===== config.mk =====
export PLATFORM = sky130hd
export DESIGN_NAME = lcd_window_orientation_cmd_gen
export DESIGN_NICKNAME = d
export VERILOG_FILES = /design/src/hw/rtl/lwo_pkg.sv /design/src/hw/rtl/lwo_frame_build.sv /design/src/hw/rtl/lwo_byte_ser.sv /design/src/hw/rtl/lcd_window_orientation_cmd_gen.sv
export SDC_FILE = /design/constraint.sdc
export NUM_CORES = 1
export LEC_CHECK = 0
export BUFFER_PORTS_ARGS = -buffer_cell sky130_fd_sc_hd__buf_2
export CAP_MARGIN = 20
export CELL_PAD_IN_SITES_DETAIL_PLACEMENT = 0
export CELL_PAD_IN_SITES_GLOBAL_PLACEMENT = 1
export CORE_MARGIN = 1
export CORE_UTILIZATION = 49
export DETAILED_ROUTE_END_ITERATION = 16
export PLACE_DENSITY = 0.88
export SLEW_MARGIN = 20
export SYNTH_ARGS = -nofsm -noshare
export SYNTH_HDL_FRONTEND = slang
export SYNTH_HIERARCHICAL = 1
export SYNTH_SLANG_ARGS = --single-unit

===== constraint.sdc =====
create_clock -name clock -period 5.9 [get_ports clock]
set_clock_uncertainty 0.1 [all_clocks]
set_input_delay 0 -clock clock [delete_from_list [all_inputs] [get_ports clock]]
set_output_delay 0 -clock clock [all_outputs]
set_load 0.1 [all_outputs]

===== src/hw/rtl/lwo_pkg.sv =====
`timescale 1ns / 1ps
`default_nettype none

package lwo_pkg;

   localparam int unsigned FRAME_BYTES = 12;
   localparam int unsigned IDX_W       = 4;
   localparam logic [IDX_W-1:0] IDX_FIRST  = 4'd0;
   localparam logic [IDX_W-1:0] IDX_WINDOW = 4'd2;
   localparam logic [IDX_W-1:0] IDX_LAST   = 4'd11;

   localparam logic [7:0] DEF_PANEL_COLS = 8'd128;
   localparam logic [7:0] DEF_PANEL_ROWS = 8'd160;

   localparam logic [7:0] CMD_CASET  = 8'h2A;
   localparam logic [7:0] CMD_RASET  = 8'h2B;
   localparam logic [7:0] CMD_MADCTL = 8'h36;

   localparam logic [7:0] SCAN_DIR0 = 8'hC8;
   localparam logic [7:0] SCAN_DIR1 = 8'h48;
   localparam logic [7:0] SCAN_DIR2 = 8'hA8;
   localparam logic [7:0] SCAN_DIR3 = 8'h68;

   localparam logic [7:0] DIR_0 = 8'd0;
   localparam logic [7:0] DIR_1 = 8'd1;
   localparam logic [7:0] DIR_2 = 8'd2;
   localparam logic [7:0] DIR_3 = 8'd3;

   localparam logic FUNC_SET_WINDOW = 1'b0;
   localparam logic FUNC_SET_DIR    = 1'b1;

   // data/command tag per byte slot, slot 0 in bit 0
   localparam logic [FRAME_BYTES-1:0] SLOT_IS_DATA = 12'b1111_0111_1010;

   typedef struct packed {
      logic [7:0]  x_start;
      logic [7:0]  y_start;
      logic [15:0] win_width;
      logic [15:0] win_height;
      logic [7:0]  direction;
   } req_type;

   typedef struct packed {
      logic [FRAME_BYTES-1:0][7:0] bytes;
      logic [IDX_W-1:0]            start_idx;
   } frame_type;

endpackage

`default_nettype wire


===== src/hw/rtl/lwo_frame_build.sv =====
`timescale 1ns / 1ps
`default_nettype none

module lwo_frame_build
   import lwo_pkg::*;
#(
   parameter logic [7:0] PANEL_COLS = DEF_PANEL_COLS,
   parameter logic [7:0] PANEL_ROWS = DEF_PANEL_ROWS
) (
   input  wire logic      func,
   input  wire req_type   req,
   input  wire logic      landscape,
   output frame_type      frame,
   output logic           landscape_next
);

   logic        lan;
   logic [7:0]  scan;
   logic [15:0] sx, sy, w, h, ex, ey, ox, oy;
   logic [15:0] xs_o, xe_o, ys_o, ye_o;

   always_comb begin
      case (req.direction)
         DIR_1:   scan = SCAN_DIR1;
         DIR_2:   scan = SCAN_DIR2;
         DIR_3:   scan = SCAN_DIR3;
         default: scan = SCAN_DIR0;
      endcase
   end

   always_comb begin
      if (func == FUNC_SET_DIR) begin
         lan = (req.direction == DIR_2) || (req.direction == DIR_3);
         sx  = 16'd0;
         sy  = 16'd0;
         w   = lan ? {8'd0, PANEL_ROWS} : {8'd0, PANEL_COLS};
         h   = lan ? {8'd0, PANEL_COLS} : {8'd0, PANEL_ROWS};
      end else begin
         lan = landscape;
         sx  = {8'd0, req.x_start};
         sy  = {8'd0, req.y_start};
         w   = req.win_width;
         h   = req.win_height;
      end
   end

   assign ex   = sx + w - 16'd1;
   assign ey   = sy + h - 16'd1;
   assign ox   = lan ? 16'd3 : 16'd2;
   assign oy   = lan ? 16'd2 : 16'd3;
   assign xs_o = sx + ox;
   assign xe_o = ex + ox;
   assign ys_o = sy + oy;
   assign ye_o = ey + oy;

   assign landscape_next = lan;

   always_comb begin
      frame.bytes[0]  = CMD_MADCTL;
      frame.bytes[1]  = scan;
      frame.bytes[2]  = CMD_CASET;
      frame.bytes[3]  = xs_o[15:8];
      frame.bytes[4]  = xs_o[7:0];
      frame.bytes[5]  = xe_o[15:8];
      frame.bytes[6]  = xe_o[7:0];
      frame.bytes[7]  = CMD_RASET;
      frame.bytes[8]  = ys_o[15:8];
      frame.bytes[9]  = ys_o[7:0];
      frame.bytes[10] = ye_o[15:8];
      frame.bytes[11] = ye_o[7:0];
      frame.start_idx = (func == FUNC_SET_DIR) ? IDX_FIRST : IDX_WINDOW;
   end

endmodule

`default_nettype wire


===== src/hw/rtl/lwo_byte_ser.sv =====
`timescale 1ns / 1ps
`default_nettype none

module lwo_byte_ser
   import lwo_pkg::*;
(
   input  wire logic       clock,
   input  wire logic       reset,
   input  wire logic       frame_valid,
   input  wire frame_type  frame,
   output logic            frame_take,
   output logic            rsp_tvalid,
   input  wire logic       rsp_tready,
   output logic [7:0]      rsp_tdata,   // out_byte[7:0]
   output logic            rsp_tuser,   // is_data
   output logic            rsp_tlast
);

   logic                        busy_ff, busy_in;
   logic [IDX_W-1:0]            idx_ff, idx_in;
   logic [FRAME_BYTES-1:0][7:0] bytes_ff, bytes_in;
   logic                        rsp_fire, at_last;

   assign rsp_fire   = busy_ff && rsp_tready;
   assign at_last    = (idx_ff == IDX_LAST);
   assign frame_take = frame_valid && (!busy_ff || (rsp_fire && at_last));

   always_comb begin
      busy_in  = busy_ff;
      idx_in   = idx_ff;
      bytes_in = bytes_ff;
      if (frame_take) begin
         busy_in  = 1'b1;
         idx_in   = frame.start_idx;
         bytes_in = frame.bytes;
      end else if (rsp_fire) begin
         if (at_last) begin
            busy_in = 1'b0;
         end else begin
            idx_in = idx_ff + 4'd1;
         end
      end
   end

   always_ff @(posedge clock) begin
      if (reset) begin
         busy_ff <= 1'b0;
         idx_ff  <= IDX_FIRST;
      end else begin
         busy_ff <= busy_in;
         idx_ff  <= idx_in;
      end
      bytes_ff <= bytes_in;
   end

   assign rsp_tvalid = busy_ff;
   assign rsp_tdata  = bytes_ff[idx_ff];
   assign rsp_tuser  = SLOT_IS_DATA[idx_ff];
   assign rsp_tlast  = at_last;

endmodule

`default_nettype wire


===== src/hw/rtl/lcd_window_orientation_cmd_gen.sv =====
// A request passes through the input register, then the serializer's byte register,
// before its first response byte. Throughput: one byte per cycle while rsp_tready is high,
// limited by the single byte-wide response port; a set-window request sends 10 bytes and a
// set-direction request 12. A request is taken into the input register while the previous
// run drains. Synchronous active-high reset clears the valid flags and sets portrait.
`timescale 1ns / 1ps
`default_nettype none

module lcd_window_orientation_cmd_gen
   import lwo_pkg::*;
#(
   parameter logic [7:0] PANEL_COLS = DEF_PANEL_COLS,
   parameter logic [7:0] PANEL_ROWS = DEF_PANEL_ROWS
) (
   input  wire logic        clock,
   input  wire logic        reset,
   input  wire logic        req_tvalid,
   output logic             req_tready,
   input  wire logic [55:0] req_tdata,  // x_start[7:0], y_start[15:8], win_width[31:16],
                                        // win_height[47:32], direction[55:48]
   input  wire logic        req_tuser,  // func
   output logic             rsp_tvalid,
   input  wire logic        rsp_tready,
   output logic [7:0]       rsp_tdata,  // out_byte[7:0]
   output logic             rsp_tuser,  // is_data
   output logic             rsp_tlast   // last
);

   logic      in_valid_ff, in_valid_in;
   logic      func_ff, func_in;
   req_type   req_ff, req_in;
   logic      landscape_ff, landscape_in;
   logic      landscape_next, frame_take, req_fire;
   frame_type frame;

   assign req_tready = !in_valid_ff || frame_take;
   assign req_fire   = req_tvalid && req_tready;

   always_comb begin
      in_valid_in  = in_valid_ff;
      func_in      = func_ff;
      req_in       = req_ff;
      landscape_in = landscape_ff;
      if (frame_take) begin
         in_valid_in  = 1'b0;
         landscape_in = landscape_next;
      end
      if (req_fire) begin
         in_valid_in = 1'b1;
         func_in     = req_tuser;
         req_in      = {req_tdata[7:0], req_tdata[15:8], req_tdata[31:16],
                        req_tdata[47:32], req_tdata[55:48]};
      end
   end

   always_ff @(posedge clock) begin
      if (reset) begin
         in_valid_ff  <= 1'b0;
         landscape_ff <= 1'b0;
      end else begin
         in_valid_ff  <= in_valid_in;
         landscape_ff <= landscape_in;
      end
      func_ff <= func_in;
      req_ff  <= req_in;
   end

   lwo_frame_build #(
      .PANEL_COLS (PANEL_COLS),
      .PANEL_ROWS (PANEL_ROWS)
   ) u_build (
      .func           (func_ff),
      .req            (req_ff),
      .landscape      (landscape_ff),
      .frame          (frame),
      .landscape_next (landscape_next)
   );

   lwo_byte_ser u_ser (
      .clock       (clock),
      .reset       (reset),
      .frame_valid (in_valid_ff),
      .frame       (frame),
      .frame_take  (frame_take),
      .rsp_tvalid  (rsp_tvalid),
      .rsp_tready  (rsp_tready),
      .rsp_tdata   (rsp_tdata),
      .rsp_tuser   (rsp_tuser),
      .rsp_tlast   (rsp_tlast)
   );

endmodule

`default_nettype wire

==> impl_metrics.ini, run 1 <==
[run_status]
status = finished, final reports clean

[critical_path]
r2r_start = req_ff[5]
crit_cells = 14
path_class = flip-flop to flip-flop
timing.reg2reg.setup_slack_ps = 1880
rr_worst_depth = 14
crit_path_start = req_ff[5]
worstSetupEndpointType = flip-flop
arrival_ps = 4090
critPathSlowestCell = or4_1
worstSetupStartpointType = flip-flop
cp-endpoint = u_ser/bytes_ff[80]
critPathMaxFanout = 4
critPathTopFamily = simple AND/OR/NAND/NOR gates
rr_endpoint = u_ser/bytes_ff[80]
path_cells = or4_1 -> nor3_1 -> and2_2 -> nand2_2 -> a21boi_0 -> ha_1 -> inv_1 -> ha_1 -> fa_1 -> a21oi_1 -> o21ai_2 -> a2111oi_0 -> nor3_1 -> xor2_1
cp_slowest_stage_delay_ps = 510
cp_num_buf_inv = 1
critPathRequiredTime_ps = 5960

[synthesis]
yosys.area.top_type = edfxtp_1
async_reset_ff_frac = 0
synth.distinct_cells = 73
syn_area_mm2 = 0.00822
synth_seq_cells = 161
yosysSeqAreaShare = 0.578
synth_ff_type = edfxtp_1
synth.most_common_cell = edfxtp_1
synth_common_cells = edfxtp_1, buf_4, ha_1
synthCells = 589
yosysWarnings = 6
syn_area_per_cell_um2 = 14.0
synth_edf_count = 153
synth_area_leaders = edfxtp_1, mux4_2, ha_1, buf_4, nor2b_1
synth_top_area_share = 0.559

[pwr]
power.density_mw_per_mm2 = 306
power_frac_clock = 0.369
switching_share = 0.277
p_leak_nw = 3.84
p_int_mw = 2.17
peakVddDrop_v = 0.000205
p_switching_mw = 0.833
seqPwrFrac = 0.460
pwr-share-comb = 0.171

[drt]
vias = 4863
drc = 0
ant_nets = 0
vias_per_cell = 5.10
drt_first_iter_violations = 374
first_pass_iters = 5
wl_um = 15400
wire_per_inst_um = 16.1

[cts]
cts_inserted_buffers = 17
htreeDepth = 4
root_buffer = clkbuf_16
clock_path_buffers = 2
cts_setup_buffers = 0
cts_tree = done
cts_sinks = 161
clk_latency_ps = 420
clk_pin_slew_worst_paths_ps = 60

[die]
die_w_um = 132
ioPinCount = 73
start_util = 0.510
die_h_um = 132
std_cell_rows = 46
die_area_mm2 = 0.0173
core_area_mm2 = 0.0161

[timing]
finalSetupViolCount = 0
finalSetupTns_ps = 0
setup_ws_ps = 1880
rsz0062_at_grt = no
maxSlewViolCount = 0
hold_violations = 0
slew_headroom = 0.471
period_share = 0.682
max_freq_mhz = 248
tightestPinTransition_ps = 792
fin_crit_ps = 4020

[global_routing]
grt_max_degree = 63
groute.usage.overall = 0.190
antenna_found_initial = 0
busiest_layer = met2
grt_overflow = 0
grt_pass1_wl_um = 25200
grt_use_met3 = 0.0320
globalRouteMet1Util = 0.253
met2_usage = 0.306
grt_pass1_vias = 4981

[placed_design]
placed_area_mm2 = 0.00860
post-place-ws_ps = 1890
portBuffers = 72
dp_hpwl_um = 10400
gp_congestion = 0.846

[cells_and_area]
area_delta_synth_final_pct = 19.4
multi_input_area_mm2 = 0.00307
fillers = 1261
n_antenna_cell = 0
regArea_mm2 = 0.00475
nNetsFinal = 828
stdcell_area_mm2 = 0.00982
postLayoutCoreUtil = 0.609
drive_gt1_frac = 0.213

[hold_path]
hp-class = primary input to flip-flop

[flow_run]
cap_violations = 0
-- cell usage in the layout (no fill, tap or decap), types with 4 or more instances in the layout --
master           n
buf_2           72
conb_1          46
nand4_1          6
xor2_1          12
clkinv_4         4
a31oi_1          4
nor2b_1         33
a21o_1           8
nand2_1         23
buf_4            4
o211ai_1         4
xnor2_1         21
dlygate4sd3_1   62
o21ai_2          4
mux4_2          24
nor2_1          24
dfxtp_1          8
ha_1            40
edfxtp_1       153
o22ai_1          8
inv_1           28
clkbuf_16       17
a21oi_1         19
nor3_1           5
and3_1           5
o21ai_0         12
mux2i_1         10
-- logic make-up (layout without fill, tap and decap cells) --
kind of cell / count (synthesis) / count (layout) / share of synthesized area
adder cells (fa/ha/maj): 42 / 42 / 0.0657
XOR/XNOR: 33 / 33 / 0.0351
flip-flops: 161 / 161 / 0.578
AO/OA/AOI/OAI: 92 / 92 / 0.0806
AND/OR/NAND/NOR: 130 / 130 / 0.0917
multiplexers: 35 / 35 / 0.0793
buffers and inverters: 94 / 199 / 0.0685
other: 2 / 46 / 0.000913
-- power by group through the flow --
| stage | Sequential, mW | Combinational, mW | Clock [mW] |
|---|---|---|---|
| finish | 1.38 | 0.515 | 1.11 |
| global placement | 1.40 | 0.470 | 0 |
| CTS | 1.39 | 0.514 | 1.13 |
| detailed placement | 1.41 | 0.480 | 0 |
| global route | 1.39 | 0.554 | 1.18 |
| floorplan | 1.41 | 0.392 | 0 |
-- worst reg2reg max path: stages (launching register included) --
cell and delay [ps]:
edfxtp_1 360, or4_1 510, nor3_1 170, and2_2 240, nand2_2 100, a21boi_0 190
ha_1 360, inv_1 50, ha_1 230, fa_1 410, a21oi_1 240, o21ai_2 110
a2111oi_0 420, nor3_1 110, xor2_1 160
-- per-layer routing --
metal | vias to the layer above | part of all wire
li1 | 2390 | -
met1 | 2324 | 0.46
met2 | 126 | 0.48
met3 | 23 | 0.039
met4 | 0 | 0.020
met5 | - | 0
-- stage by stage --
step / hold WS [ps] / power [mW] / instances
final: 175 / 3.01 / 954
after global routing: 174 / 3.13 / 954
after CTS: 162 / 3.03 / 954
after detailed placement: 78.1 / 1.89 / 860
after global placement: 76.5 / 1.87 / 860
after floorplan: -37.6 / 1.80 / 633
-- layout make-up --
cell class,count,area share
clock buffer,17,0.0433
clock inverter,15,0.0182
inverter,29,0.0112
multi-input combinational,378,0.313
sequential,161,0.484
tap,216,0.0275
timing repair buffer,138,0.103
-- repair_timing --
action                                 in CTS  in global routing
gates resized for setup                     0                  0
hold buffers                               62                  0
setup endpoints to repair                   0                  0
endpoints found under the hold margin      65                  0
-- state kept, by name, summed over array words and instances, names as in the netlist --
register          count
u_ser/idx_ff          4
u_ser/bytes_ff       96
landscape_ff          1
req_ff               56
func_ff               1
u_ser/rsp_tuser       1
in_valid_ff           1
u_ser/rsp_tvalid      1
-- how the worst min path moves through the flow --
stage	slack, ps	end	cells after the start	start
global route	170	req_ff[27]	2	req_tdata[19]
detailed placement	80	req_ff[41]	1	req_tdata[9]
finish	180	req_ff[11]	2	req_tdata[35]
CTS	160	req_ff[50]	2	req_tdata[2]
global placement	80	req_ff[39]	1	req_tdata[31]
floorplan	-40	in_valid_ff	1	reset
No activity file was read; power rests on OpenSTA's default activity.
==> inputs of run 2 (changes only) <==
- ABC_AREA: unset -> 1
- CORE_UTILIZATION: 49 -> 43
- PLACE_DENSITY: 0.88 -> 0.86
- clock period: 5.9 -> 3.4 ns (I/O delays scaled with it)
==> run 2 against run 1 <==
  * Sequential power up 75%
  * Hold slack better by 6.7 ps
  * Global-route usage fell by 0.39 points
  * Area after synthesis increased by 4.9%
  * Non-clock buffer count is 2 higher
  * Critical path depth increased by 5
  * Count of clock-buffer cells in the layout rose by 3
  * First-iteration DRC count increased by 20%
  * Final cell count up 35%
  * Synthesized cell count rose by 50%
  * Combinational power rose by 100%
  * Critical path type unchanged
  * Critical endpoint is now u_ser/bytes_ff[46]
  * Largest power group unchanged
==> impl_metrics.ini, run 2 <==
[global_routing]
grt_pass1_wl_um = 28800
grt_overflow = 0
grt_max_degree = 98
grt_pass1_vias = 5878
groute.usage.overall = 0.186
antenna_found_initial = 0

[cts]
clock_path_buffers = 2
cts_setup_buffers = 0
cts_inserted_buffers = 17
clk_pin_slew_worst_paths_ps = 60
htreeDepth = 4
clk_latency_ps = 420
cts_tree = done
root_buffer = clkbuf_16
cts_sinks = 161

[pwr]
total_power_mw = 5.41
p_switching_mw = 1.53
power.density_mw_per_mm2 = 524
peakVddDrop_v = 0.000354
p_int_mw = 3.88
seqPwrFrac = 0.448
switching_share = 0.283
power_frac_clock = 0.361
p_leak_nw = 4.57
pwr-share-comb = 0.191

[cells_and_area]
nNetsFinal = 1117
drive_gt1_frac = 0.143
final_common_cell = nand2_1
largest_register = u_ser/bytes_ff
reg_top3 = u_ser/bytes_ff: 96 flops, req_ff: 56 flops, u_ser/idx_ff: 4 flops
stdcell_area_mm2 = 0.0103
fillers = 1751
mostFrequentLayoutCells = nand2_1, edfxtp_1, nor2_1, inv_1, buf_2
n_antenna_cell = 0
area_delta_synth_final_pct = 19.6
fin_cells = 1291
largest_reg_flops = 96

[timing]
finalSetupTns_ps = 0
finalSetupViolCount = 0
fin_crit_ps = 3170
maxSlewViolCount = 0
period_share = 0.933
hold_violations = 0
rsz0062_at_grt = no
max_freq_mhz = 315
slew_headroom = 0.535
tightestPinTransition_ps = 697
holdWs_ps = 182

[die]
core_area_mm2 = 0.0196
die_h_um = 144
die_area_mm2 = 0.0206
std_cell_rows = 51
die_w_um = 144
start_util = 0.440
ioPinCount = 73

[synthesis]
synth_ff_type = edfxtp_1
async_reset_ff_frac = 0
synth.distinct_cells = 37
synth_adder_area_share = 0.0627
synth_edf_count = 153
synth_xor_area_frac = 0.0234
synth_top_area_share = 0.533
synth_area_leaders = edfxtp_1, nand2_1, ha_1, nor2_1, inv_1
synth_common_cells = nand2_1, edfxtp_1, nor2_1
yosysWarnings = 6
synth_top_family_by_area = simple AND/OR/NAND/NOR gates
synth-compound-area-share = 0.0685
syn_area_per_cell_um2 = 9.78
synth_mux_area_frac = 0
yosysSeqAreaShare = 0.551
yosys.area.top_type = edfxtp_1
synth_seq_cells = 161
yosys.area_share.simple = 0.184
syn_area_mm2 = 0.00863
synth.most_common_cell = nand2_1
synthCells = 882

[critical_path]
worstSetupEndpointType = flip-flop
critPathMaxFanout = 3
critPathTopFamily = simple AND/OR/NAND/NOR gates
path_class = flip-flop to flip-flop
worstSetupStartpointType = flip-flop
path_cells = or2_2 -> inv_1 -> nand2_1 -> nor2_2 -> nor2_1 -> inv_1 -> o21ai_1 -> ha_1 -> inv_1 -> ha_1 -> fa_1 -> nand3_1 -> nand3_1 -> nand2_1 -> nand2_1 -> nand2_1 -> nand2_1 -> nand2_1 -> nand2_1
cp_num_buf_inv = 3
cp_slowest_stage_delay_ps = 410
arrival_ps = 3250
critPathRequiredTime_ps = 3470
critPathSlowestCell = fa_1
worst_path_most_repeated_cell = nand2_1

[drt]
first_pass_iters = 5
vias_per_cell = 4.68
wl_um = 17900
wire_per_inst_um = 13.9
ant_nets = 0
drt_first_iter_violations = 447
drc = 0
vias = 6045

[placed_design]
dpl.cell_count = 1200
placed_area_mm2 = 0.00912
dp_hpwl_um = 11800
gp_congestion = 0.885
portBuffers = 72

[run_status]
status = finished, final reports clean

[flow_run]
cap_violations = 0

[hold_path]
hp-class = primary input to flip-flop
run 2: worst reg2reg max path, cell delays in order, from the launching register on:
cell,delay [ps]
edfxtp_1,340
or2_2,290
inv_1,70
nand2_1,70
nor2_2,130
nor2_1,80
inv_1,80
o21ai_1,110
ha_1,310
inv_1,40
ha_1,210
fa_1,410
nand3_1,90
nand3_1,120
nand2_1,90
nand2_1,100
nand2_1,110
nand2_1,60
nand2_1,60
nand2_1,40
run 2: path summary, 6_finish.rpt:
| kind | startpoint | endpoint | slack (ps) | cells after the start |
|---|---|---|---|---|
| min reg2reg | landscape_ff | landscape_ff | 410 | 2 |
| max reg2reg | req_ff[3] | u_ser/bytes_ff[46] | 230 | 19 |
| max | req_ff[3] | u_ser/bytes_ff[46] | 230 | 19 |
| min | req_tdata[33] | req_ff[9] | 180 | 2 |
run 2: cell type report:
cell class / count / area, um2 / area share
flip-flops and latches: 161 / 4760 / 0.461
multi-input cells: 574 / 3120 / 0.303
repair buffers: 140 / 1050 / 0.101
inverters: 120 / 459 / 0.0445
clock buffers: 20 / 437 / 0.0423
well taps: 265 / 332 / 0.0321
clock inverters: 11 / 161 / 0.0156
run 2: metal layers:
metal / wire (um) / global-route usage / up-vias
met5: 0 / 0 / -
met4: 297 / 0.0599 / 0
met3: 799 / 0.0323 / 24
met2: 8110 / 0.296 / 155
met1: 8680 / 0.257 / 2755
li1: - / - / 3111
run 2: metrics by stage:
step	utilization	worst slack [ps]
2_1_floorplan	-	-117
3_3_place_gp	0.465	313
3_5_place_dp	0.465	226
4_1_cts	0.527	154
5_1_grt	0.527	11.3
6_report	0.527	226
run 2: cells by family after synthesis:
family / count (synthesis)
adder cells (fa/ha/maj): 42
AO/OA/AOI/OAI: 99
AND/OR/NAND/NOR: 364
other: 2
flip-flops: 161
XOR/XNOR: 23
buffers and inverters: 191
run 2: timing repair:
action / 4_1_cts / 5_1_grt
endpoints found under the hold margin: 65 / 0
endpoints found under the setup margin: 0 / 6
hold buffers: 60 / 0
resized for setup: 0 / 2
run 2: power groups by stage:
stage                     clock network, mW  logic, mW  registers, mW
after CTS                              1.98       1.03           2.42
after detailed placement                  0      0.974           2.46
after global placement                    0      0.966           2.46
after global routing                   2.06       1.13           2.44
after floorplan                           0      0.759           2.47
final                                  1.95       1.04           2.42
